## src/hdl/i2cadc_pkg.sv

```systemverilog
// Package for the I2C converter read master: step codes, beat and configuration types.
package i2cadc_pkg;

    localparam logic [6:0] DEVICE_ADDRESS_RST = 7'd72;
    localparam logic [7:0] PHASE_TICKS_RST    = 8'd5;
    localparam logic [7:0] CTRL_BYTE_BASE     = 8'h40;

    // Register indexes on the configuration port.
    localparam logic CFG_DEVICE_ADDRESS = 1'b0;
    localparam logic CFG_PHASE_TICKS    = 1'b1;

    typedef enum logic [4:0] {
        ST_IDLE     = 5'd0,
        ST_SH       = 5'd1,
        ST_SL       = 5'd2,
        ST_SC       = 5'd3,
        ST_RP       = 5'd4,
        ST_RH       = 5'd5,
        ST_RL       = 5'd6,
        ST_RC       = 5'd7,
        ST_B0_LOW   = 5'd8,
        ST_B0_HIGH  = 5'd9,
        ST_B0_ACKL  = 5'd10,
        ST_B0_ACKH  = 5'd11,
        ST_B1_LOW   = 5'd12,
        ST_B1_HIGH  = 5'd13,
        ST_B1_ACKL  = 5'd14,
        ST_B1_ACKH  = 5'd15,
        ST_B2_LOW   = 5'd16,
        ST_B2_HIGH  = 5'd17,
        ST_B2_ACKL  = 5'd18,
        ST_B2_ACKH  = 5'd19,
        ST_RDL      = 5'd20,
        ST_RDH      = 5'd21,
        ST_NL       = 5'd22,
        ST_NH       = 5'd23,
        ST_PL       = 5'd24,
        ST_PH       = 5'd25,
        ST_PE       = 5'd26
    } t_step;

    typedef struct packed {
        logic       begin_read;
        logic [1:0] channel;
        logic       sda_level;
    } t_in;

    typedef struct packed {
        logic       scl_level;
        logic       sda_release;
        logic       busy_res;
        logic       done_res;
        logic [7:0] sample;
    } t_out;

    typedef struct packed {
        logic [6:0] device_address;
        logic [7:0] phase_ticks;
    } t_cfg;

endpackage

```

## src/hdl/i2cadc_seq.sv

```systemverilog
// Bus sequencer: holds the step state and advances it by one tick per accepted beat.
module i2cadc_seq (
    input  logic                i_clk,
    input  logic                i_rst_n,
    input  logic                i_adv,
    input  i2cadc_pkg::t_in     i_in,
    input  i2cadc_pkg::t_cfg    i_cfg,
    output i2cadc_pkg::t_out    o_res
);
    import i2cadc_pkg::*;

    t_step      r_step,   n_step;
    logic [2:0] r_bits,   n_bits;
    logic [7:0] r_shift,  n_shift;
    logic [7:0] r_timer,  n_timer;
    logic [7:0] r_sample, n_sample;
    logic [1:0] r_chan,   n_chan;

    logic [7:0] limit;
    logic       expired;
    logic [4:0] byte_off;
    logic [1:0] which;
    logic [7:0] addr_byte;
    logic       scl, rel, busy, done;

    assign limit    = (i_cfg.phase_ticks == 8'd0) ? 8'd1 : i_cfg.phase_ticks;
    assign expired  = ({1'b0, r_timer} + 9'd1) >= {1'b0, limit};
    assign byte_off = r_step - ST_B0_LOW;
    assign which    = byte_off[3:2];
    assign addr_byte = {i_cfg.device_address, 1'b0};

    // Next state.
    always_comb begin
        n_step   = r_step;
        n_bits   = r_bits;
        n_shift  = r_shift;
        n_timer  = r_timer;
        n_sample = r_sample;
        n_chan   = r_chan;
        done     = 1'b0;
        unique case (r_step) inside
            ST_IDLE: begin
                if (i_in.begin_read) begin
                    n_chan  = i_in.channel;
                    n_step  = ST_SH;
                    n_timer = 8'd0;
                end
            end
            [ST_B0_LOW:ST_B2_ACKH]: begin
                if (r_step[1:0] == 2'd3) begin
                    // Acknowledge phase: SCL held high until the target pulls SDA low.
                    if (expired && !i_in.sda_level) begin
                        n_timer = 8'd0;
                        if (which == 2'd0) begin
                            n_shift = CTRL_BYTE_BASE | {6'd0, r_chan};
                            n_bits  = 3'd0;
                            n_step  = ST_B1_LOW;
                        end else if (which == 2'd1) begin
                            n_step = ST_RP;
                        end else begin
                            n_shift = 8'd0;
                            n_bits  = 3'd0;
                            n_step  = ST_RDL;
                        end
                    end else if (r_timer != 8'hFF) begin
                        n_timer = r_timer + 8'd1;
                    end
                end else if (!expired) begin
                    n_timer = r_timer + 8'd1;
                end else begin
                    n_timer = 8'd0;
                    case (r_step[1:0])
                        2'd0: n_step = t_step'({r_step[4:2], 2'd1});
                        2'd1: begin
                            if (r_bits == 3'd7) begin
                                n_bits = 3'd0;
                                n_step = t_step'({r_step[4:2], 2'd2});
                            end else begin
                                n_bits  = r_bits + 3'd1;
                                n_shift = {r_shift[6:0], 1'b0};
                                n_step  = t_step'({r_step[4:2], 2'd0});
                            end
                        end
                        default: n_step = t_step'({r_step[4:2], 2'd3});
                    endcase
                end
            end
            ST_SH, ST_SL, ST_SC, ST_RP, ST_RH, ST_RL, ST_RC,
            ST_RDL, ST_RDH, ST_NL, ST_NH, ST_PL, ST_PH, ST_PE: begin
                if (!expired) begin
                    n_timer = r_timer + 8'd1;
                end else begin
                    n_timer = 8'd0;
                    unique case (r_step)
                        ST_SH: n_step = ST_SL;
                        ST_SL: n_step = ST_SC;
                        ST_SC: begin
                            n_shift = addr_byte;
                            n_bits  = 3'd0;
                            n_step  = ST_B0_LOW;
                        end
                        ST_RP: n_step = ST_RH;
                        ST_RH: n_step = ST_RL;
                        ST_RL: n_step = ST_RC;
                        ST_RC: begin
                            n_shift = addr_byte | 8'd1;
                            n_bits  = 3'd0;
                            n_step  = ST_B2_LOW;
                        end
                        ST_RDL: n_step = ST_RDH;
                        ST_RDH: begin
                            n_shift = {r_shift[6:0], i_in.sda_level};
                            if (r_bits == 3'd7) begin
                                n_bits   = 3'd0;
                                n_sample = {r_shift[6:0], i_in.sda_level};
                                n_step   = ST_NL;
                            end else begin
                                n_bits = r_bits + 3'd1;
                                n_step = ST_RDL;
                            end
                        end
                        ST_NL: n_step = ST_NH;
                        ST_NH: n_step = ST_PL;
                        ST_PL: n_step = ST_PH;
                        ST_PH: n_step = ST_PE;
                        default: begin
                            done   = 1'b1;
                            n_step = ST_IDLE;
                        end
                    endcase
                end
            end
            default: begin
                n_step  = ST_IDLE;
                n_timer = 8'd0;
            end
        endcase
    end

    // Bus levels for the current step.
    always_comb begin
        scl  = 1'b1;
        rel  = 1'b1;
        busy = 1'b1;
        unique case (r_step) inside
            [ST_B0_LOW:ST_B2_ACKH]: begin
                scl = r_step[0];
                rel = r_step[1] ? 1'b1 : r_shift[7];
            end
            ST_SH, ST_RH, ST_RDH, ST_NH, ST_PE: begin
                scl = 1'b1;
                rel = 1'b1;
            end
            ST_SL, ST_RL, ST_PH: begin
                scl = 1'b1;
                rel = 1'b0;
            end
            ST_SC, ST_RC, ST_PL: begin
                scl = 1'b0;
                rel = 1'b0;
            end
            ST_RP, ST_RDL, ST_NL: begin
                scl = 1'b0;
                rel = 1'b1;
            end
            default: begin
                scl  = 1'b1;
                rel  = 1'b1;
                busy = 1'b0;
            end
        endcase
    end

    assign o_res = '{scl_level: scl, sda_release: rel, busy_res: busy,
                     done_res: done, sample: n_sample};

    always_ff @(posedge i_clk) begin
        if (!i_rst_n) begin
            r_step   <= ST_IDLE;
            r_bits   <= 3'd0;
            r_shift  <= 8'd0;
            r_timer  <= 8'd0;
            r_sample <= 8'd0;
            r_chan   <= 2'd0;
        end else if (i_adv) begin
            r_step   <= n_step;
            r_bits   <= n_bits;
            r_shift  <= n_shift;
            r_timer  <= n_timer;
            r_sample <= n_sample;
            r_chan   <= n_chan;
        end
    end

endmodule

```

## src/hdl/i2c_adc_read_master_core.sv

```systemverilog
// Top level of the I2C converter read master: configuration, handshakes and result register.
//
//  Channel  Direction  Handshake                  Beat
//  in       input      i_in_valid / o_in_ready    t_in  (begin_read, channel, sda_level)
//  out      output     o_out_valid / i_out_ready  t_out (scl, sda release, busy, done, sample)
//  cfg      input      i_cfg_we                   index i_cfg_index, data i_cfg_data
//
// One input beat is one bus tick; its result lands in the output register on the same
// edge that accepts it, so a beat can be accepted every cycle while the output is not stalled.
// The result beat appears in the cycle after the input beat, held by the single result register.
// Reset is synchronous; it returns the sequencer to idle and empties the result register.
// A stall on the output side holds the result, and the input is taken only when the
// result register is empty or being emptied in that cycle.
module i2c_adc_read_master_core (
    input  logic                i_clk,
    input  logic                i_rst_n,
    input  logic                i_in_valid,
    output logic                o_in_ready,
    input  i2cadc_pkg::t_in     i_in,
    output logic                o_out_valid,
    input  logic                i_out_ready,
    output i2cadc_pkg::t_out    o_out,
    input  logic                i_cfg_we,
    input  logic                i_cfg_index,
    input  logic [7:0]          i_cfg_data
);
    import i2cadc_pkg::*;

    t_cfg r_cfg;
    t_out r_out;
    t_out res;
    logic r_out_valid;
    logic accept;

    assign o_in_ready = !r_out_valid || i_out_ready;
    assign accept     = i_in_valid && o_in_ready;

    always_ff @(posedge i_clk) begin
        if (!i_rst_n) begin
            r_cfg.device_address <= DEVICE_ADDRESS_RST;
            r_cfg.phase_ticks    <= PHASE_TICKS_RST;
        end else if (i_cfg_we) begin
            unique case (i_cfg_index)
                CFG_DEVICE_ADDRESS: r_cfg.device_address <= i_cfg_data[6:0];
                CFG_PHASE_TICKS:    r_cfg.phase_ticks    <= i_cfg_data;
                default: ;
            endcase
        end
    end

    i2cadc_seq u_seq (
        .i_clk   (i_clk),
        .i_rst_n (i_rst_n),
        .i_adv   (accept),
        .i_in    (i_in),
        .i_cfg   (r_cfg),
        .o_res   (res)
    );

    always_ff @(posedge i_clk) begin
        if (!i_rst_n) begin
            r_out_valid <= 1'b0;
        end else if (accept) begin
            r_out_valid <= 1'b1;
        end else if (i_out_ready) begin
            r_out_valid <= 1'b0;
        end
    end

    always_ff @(posedge i_clk) begin
        if (accept) begin
            r_out <= res;
        end
    end

    assign o_out_valid = r_out_valid;
    assign o_out       = r_out;

    a_done_busy: assert property (@(posedge i_clk) disable iff (!i_rst_n)
        o_out_valid && o_out.done_res |-> o_out.busy_res)
        else $error("done beat without busy");

    a_idle_released: assert property (@(posedge i_clk) disable iff (!i_rst_n)
        o_out_valid && !o_out.busy_res |-> o_out.scl_level && o_out.sda_release)
        else $error("bus not released while idle");

    a_accept_fills: assert property (@(posedge i_clk) disable iff (!i_rst_n)
        accept |=> o_out_valid)
        else $error("accepted beat produced no result");

    a_stall_keeps: assert property (@(posedge i_clk) disable iff (!i_rst_n)
        o_out_valid && !i_out_ready |=> o_out_valid)
        else $error("stalled result lost");

endmodule
```

## config.mk

```make
export PLATFORM = sky130hd
export DESIGN_NAME = i2c_adc_read_master_core
export DESIGN_NICKNAME = d
export VERILOG_FILES = /design/src/hdl/i2cadc_pkg.sv /design/src/hdl/i2cadc_seq.sv /design/src/hdl/i2c_adc_read_master_core.sv
export SDC_FILE = /design/constraint.sdc
export NUM_CORES = 1
export LEC_CHECK = 0
export BUFFER_PORTS_ARGS = -buffer_cell sky130_fd_sc_hd__buf_2
export CAP_MARGIN = 20
export CORE_AREA = 2 2 114 72
export DETAILED_ROUTE_END_ITERATION = 10
export DIE_AREA = 0 0 116 74
export GPL_TIMING_DRIVEN = 0
export PLACE_DENSITY = 0.7
export SETUP_SLACK_MARGIN = 0.5
export SYNTH_ARGS = -nofsm -noshare
export SYNTH_HDL_FRONTEND = slang
export SYNTH_HIERARCHICAL = 1
export SYNTH_SLANG_ARGS = --single-unit
```

## constraint.sdc

```tcl
create_clock -name i_clk -period 4.2 [get_ports i_clk]
set_input_delay 0.63 -clock i_clk [delete_from_list [all_inputs] [get_ports i_clk]]
set_output_delay 0.63 -clock i_clk [all_outputs]
set_load 0.005 [all_outputs]
```

Word level (Yosys, flattened, before mapping)
Index checks and enable logic that the tools add are counted.

operators by class
  bitwise gates (word level) = 1
  eq/ne operators = 31
  reduce and logical (&&, ||, !) cells = 27
  multiplexer cells = 50
  add/sub/neg operators = 4
  magnitude comparators = 3

operator list
  kind                                                                    count
  8-bit 2-to-1 mux                                                        18
  5-bit one-hot mux with 13 select lines                                  1
  8-bit one-hot mux with 3 select lines                                   2
  5-bit equality test (second input constant)                             7
  5-bit 2-to-1 mux                                                        7
  3-bit 2-to-1 mux                                                        8
  5-bit by 3-bit equality test with 1-bit output (second input constant)  4
  8-bit one-hot mux with 2 select lines                                   1
  5-bit one-hot mux with 3 select lines                                   1
  15-bit OR reduction                                                     1
  14-bit OR reduction                                                     1
  13-bit OR reduction                                                     1
  3-bit one-hot mux with 2 select lines                                   2
  6-bit OR reduction                                                      2
  5-bit by 2-bit equality test with 1-bit output (second input constant)  2
  5-bit AND reduction                                                     2
  8-bit by 1-bit adder with 9-bit output (second input constant)          1
  9-bit by 8-bit >= comparator with 1-bit output                          1
  3-bit inequality test (second input constant)                           3
  9-bit AND reduction                                                     1
  8-bit by 1-bit adder with 8-bit output (second input constant)          1
  8-bit logical NOT                                                       1
  4-bit inequality test (second input constant)                           2
  8-bit inequality test (second input constant)                           1
  27 further kinds                                                        45

storage, ports and cells
  bits of input ports = 18
  word-level logic and storage cells = 131
  register bits after elaboration = 62
  output and inout port bits = 14

Depth between registers and ports, before layout
  depth in word-level cells = 7
  gate-level depth with buffers = 12
  depth with buffers taken out = 11

Modules after synthesis
The synthesis kept the hierarchy.

by module, submodules not included
  module                    area an instance (um^2)  cells each  times used  seq. area each (um^2)
  i2cadc_seq                2441.1                   314         1           680.7
  i2c_adc_read_master_core  1019.7                   82          1           680.7

Worst setup path before layout
Ideal clock, no wire load.

  kind = register to register
  from = register u_seq.r_timer[2]
  to = register u_seq.r_timer[5]
  path buffers = 1
  data arrival time = 2.767 ns
  period minus slack after synthesis = 2.841 ns
  path slack = 1.359 ns
  cell stages (with the launch flop) = 13
  required time = 4.126 ns
  library setup time = 0.074 ns
  cell sequence = dfxtp_1 -> and3_1 -> nand3_1 -> nor2_1 -> xor2_1 -> ha_1 -> and3_1 -> and3_1 -> a21bo_4 -> o21a_1 -> buf_4 -> or4_1 -> a31oi_1

between the ends
  word-level cells in the longest chain between the ends = 6
  elaborated cells on any way between the ends = 12
  classes of those cells = 2 x add/sub; 1 x order compare; 2 x eq/ne; 5 x mux; 2 x reduce/logical

RTL lines
  element                                         line               RTL
  start, declared                                 i2cadc_seq.sv:15   logic [7:0] r_timer, n_timer;
  start signal, assigned                          i2cadc_seq.sv:189  r_timer <= n_timer;
  8-bit by 1-bit adder with 9-bit output          i2cadc_seq.sv:27   assign expired = ({1'b0, r_timer} + 9'd1) >= {1'b0, limit};
  9-bit by 8-bit >= comparator with 1-bit output  i2cadc_seq.sv:27
  1-bit logical AND                               i2cadc_seq.sv:52   if (expired && !i_in.sda_level) begin
  8-bit 2-to-1 mux                                i2cadc_seq.sv:52
  8-bit 2-to-1 mux                                i2cadc_seq.sv:50   if (r_step[1:0] == 2'd3) begin
  8-bit one-hot mux with 3 select lines           i2cadc_seq.sv:41   unique case (r_step) inside

Several ways; a longest one is shown, not always the timed one. The select of a mux whose other input is x is not followed.
A chain may end at the register's enable or synchronous reset.

Worst setup path after layout
  from = register u_seq.r_timer[2]
  to = register u_seq.r_sample[3]

between the ends
  word-level cells in the longest chain between the ends = 4

RTL lines
  element                                         line               RTL
  8-bit by 1-bit adder with 9-bit output          i2cadc_seq.sv:27
  9-bit by 8-bit >= comparator with 1-bit output  i2cadc_seq.sv:27
  8-bit 2-to-1 mux                                i2cadc_seq.sv:90   if (!expired) begin
  8-bit 2-to-1 mux                                i2cadc_seq.sv:41
  end signal, assigned                            i2cadc_seq.sv:190  r_sample <= n_sample;
  end, declared                                   i2cadc_seq.sv:16   logic [7:0] r_sample, n_sample;

Every way passes these cells.

==> run metrics <==
Met2 Wirelength=3551 µm; RSZ-0062 raised after global routing=false; Root Buffer=clkbuf_16; Final Hold Vio Count=0; first-pass GRT wire length=14180 µm; post-synthesis mux area share=8.966%; synth warn=6; Worst Hold Class=reg2reg; Die Y=74 µm; Setup Total Neg Slack=0 ns; WL met3=638 µm; Final Cycle Share=79.37%; Synth Instances=396; htree depth=3; Setup Viol. Count Final=0; leakage power=1.593 nW; initial antenna violation count=0; Vias=3092; hold buffer count at cts=0; most common cell after layout, fill and taps aside=nand2_1; Adder-Cell Fraction of Synth Area=3.977%; routed len/inst=15.86 µm; WL final=8722 µm; Post-synth EDFFs=12; crit-path max FO=9; Final min period=3.334 ns; largest family of logic cells by synthesized area=simple AND/OR/NAND/NOR gates; flop and latch count out of synthesis=62; Seq/Total Area, Yosys=39.33%; initial DRC count=310; maximum clock path buffer count=2; area taken by multi-input logic gates=1863 µm²; maximum vdd drop=313.2 µV; Rel. slew slack=31.57%; syn_area_per_cell=8.739 µm²; Post-Synth XOR/XNOR Area=1.772%; vias in the first global route=2879; Area after DPL=3746 µm²; status=finished clean; largest net degree at the start of global routing=18; WP data arrival=3.59 ns; Req. time, crit path=4.45 ns; Post-route DRC=0; floorplan row count=25; mapped cell area=3461 µm²; Startpoint Class=flip-flop; drt pass-1 iters=5; Power Density=377.7 nW/µm²; Async SR Flop Fraction=0%; Synth area leader=dfxtp_1; DR top layer=met4; Die ar.=8584 µm²; Slew Limit Fails=0; Num CTS Buffers=9; fin nets=466; crit end category=flip-flop; most frequent cells in the layout=nand2_1, dfxtp_1, buf_2, nor2_1, a21oi_1; worst-margin pin slew=1.026 ns; simple-gate share of the synthesized area=20.54%; count of different cell masters after synthesis=59; hpwl dp=6451 µm; Met1 Wirelength=4424 µm; core area=7570 µm²; # fillers=730; Worst-Skew Late Latency=0.34 ns; IO Port Bufs=29; crit path kind=reg2reg; Top Ports=32; fmax=300.0 MHz; Max Cap Viol=0; layout cell share with drive strength beyond 1=18.55%; most common flop cell mapped by yosys=dfxtp_1; die width=116 µm; Sequential Area=1361 µm²; Compound-Gate Fraction of Synth Area=18.58%; area grow syn2layout=16.67%; Placer Congestion=0.9763; clock-pin transition on the worst setup and hold timing paths=0.05 ns; Post-CTS Setup Bufs=0; Design Area, Final=4038 µm²; Routed Antenna Nets=0; clock sink count=62; Starting Density=45.72%; diode count=0; top-area cell type share of the netlist area=28.92%; clk_skew=0.005944 ns; cts repair resizes=0; GRT Util Overall=21.82%; TritonCTS clock tree=done; vias per cell=5.622; syn_nets=425; synth top area cells=dfxtp_1, edfxtp_1, nand2_1; total gr overflow=0
## metrics by stage
step / instances / power [mW] / worst slack [ns] / util, % / hold slack, ns
floorplan: 396 / 0.7564 / 1.359 / - / 0.4284
global placement: 533 / 0.8051 / 0.9869 / 49.42 / 0.4415
detailed placement: 534 / 0.8086 / 0.8928 / 49.49 / 0.4527
CTS: 550 / 1.532 / 0.8748 / 53.34 / 0.4599
global route: 550 / 1.579 / 0.5945 / 53.34 / 0.4789
finish: 550 / 1.525 / 0.8665 / 53.34 / 0.4581
## kinds of logic after synthesis
group / count (synthesis)
buffers and inverters: 47
muxes: 30
xor gates and xnor gates: 7
adders and majority gates: 11
and+or+nand+nor: 149
AOI/OAI and AO/OA: 90
DFF: 62
## worst max-delay path, cell delays in order (launching register included)
cell and delay (ns):
dfxtp_1 0.43, and3_1 0.28, nand3_1 0.18, nor2_1 0.17, xor2_1 0.26, ha_1 0.20
and3_1 0.17, and3_1 0.20, nand2_1 0.14, a21oi_2 0.49, nand2_1 0.43, mux2i_1 0.30
## state kept, by name, summed over array words and instances (netlist names)
| signal | count |
|---|---|
| u_seq/r_step | 5 |
| u_seq/r_shift | 8 |
| r_cfg | 15 |
| u_seq/r_timer | 8 |
| u_seq/r_sample | 8 |
| o_out_valid | 1 |
| u_seq/r_chan | 2 |
| o_out | 12 |
| u_seq/r_bits | 3 |
## metal layers
metal | up-vias | global-route usage (%)
met2 | 135 | 30.08
met3 | 13 | 6.846
met4 | 0 | 7.672
met1 | 1445 | 32.10
li1 | 1499 | -
met5 | - | 0
## cell type report
cell class / count / share of cell area [%]
plain buffers: 29 / 4.183
clock buffers: 10 / 5.671
clock inverters: 6 / 1.549
inverters: 18 / 1.673
multi-input cells: 287 / 46.14
flip-flops and latches: 62 / 33.72
well taps: 108 / 3.347
repair buffers: 30 / 3.719
## cells in the mapped netlist, drive strengths merged, types with 2 or more instances
library cell   n
a2111oi        3
a211oi         9
a21o           2
a21oi         27
a221oi         2
a22oi          7
a311oi         2
a31oi          3
a41o           2
and2           4
and3           6
buf           17
clkbuf        12
dfxtp         50
edfxtp        12
ha            11
inv           18
mux2           8
mux2i         22
nand2         63
nand2b         4
nand3         16
nand3b         2
nand4          4
nor2          27
nor2b          6
nor3           4
nor3b          4
o211ai         4
o21a           3
o21ai         12
o22ai          4
o31ai          3
or3            2
or4            4
xnor2          4
xor2           3
## report_power, final
group | switching [mW] | internal (mW)
clock network | 0.268 | 0.456
logic | 0.101 | 0.0635
registers | 0.0100 | 0.626
## path summary, 6_finish.rpt
| kind | startpoint | end | slack (ns) | depth (start not counted) |
|---|---|---|---|---|
| setup reg to reg | u_seq/r_timer[2] | u_seq/r_sample[3] | 0.87 | 11 |
| hold reg to reg | u_seq/r_sample[0] | u_seq/r_sample[0] | 0.46 | 2 |
| setup / recovery | u_seq/r_timer[2] | u_seq/r_sample[3] | 0.87 | 11 |
| hold / removal | u_seq/r_sample[0] | u_seq/r_sample[0] | 0.46 | 2 |
Power figures use the tool's default switching activity.
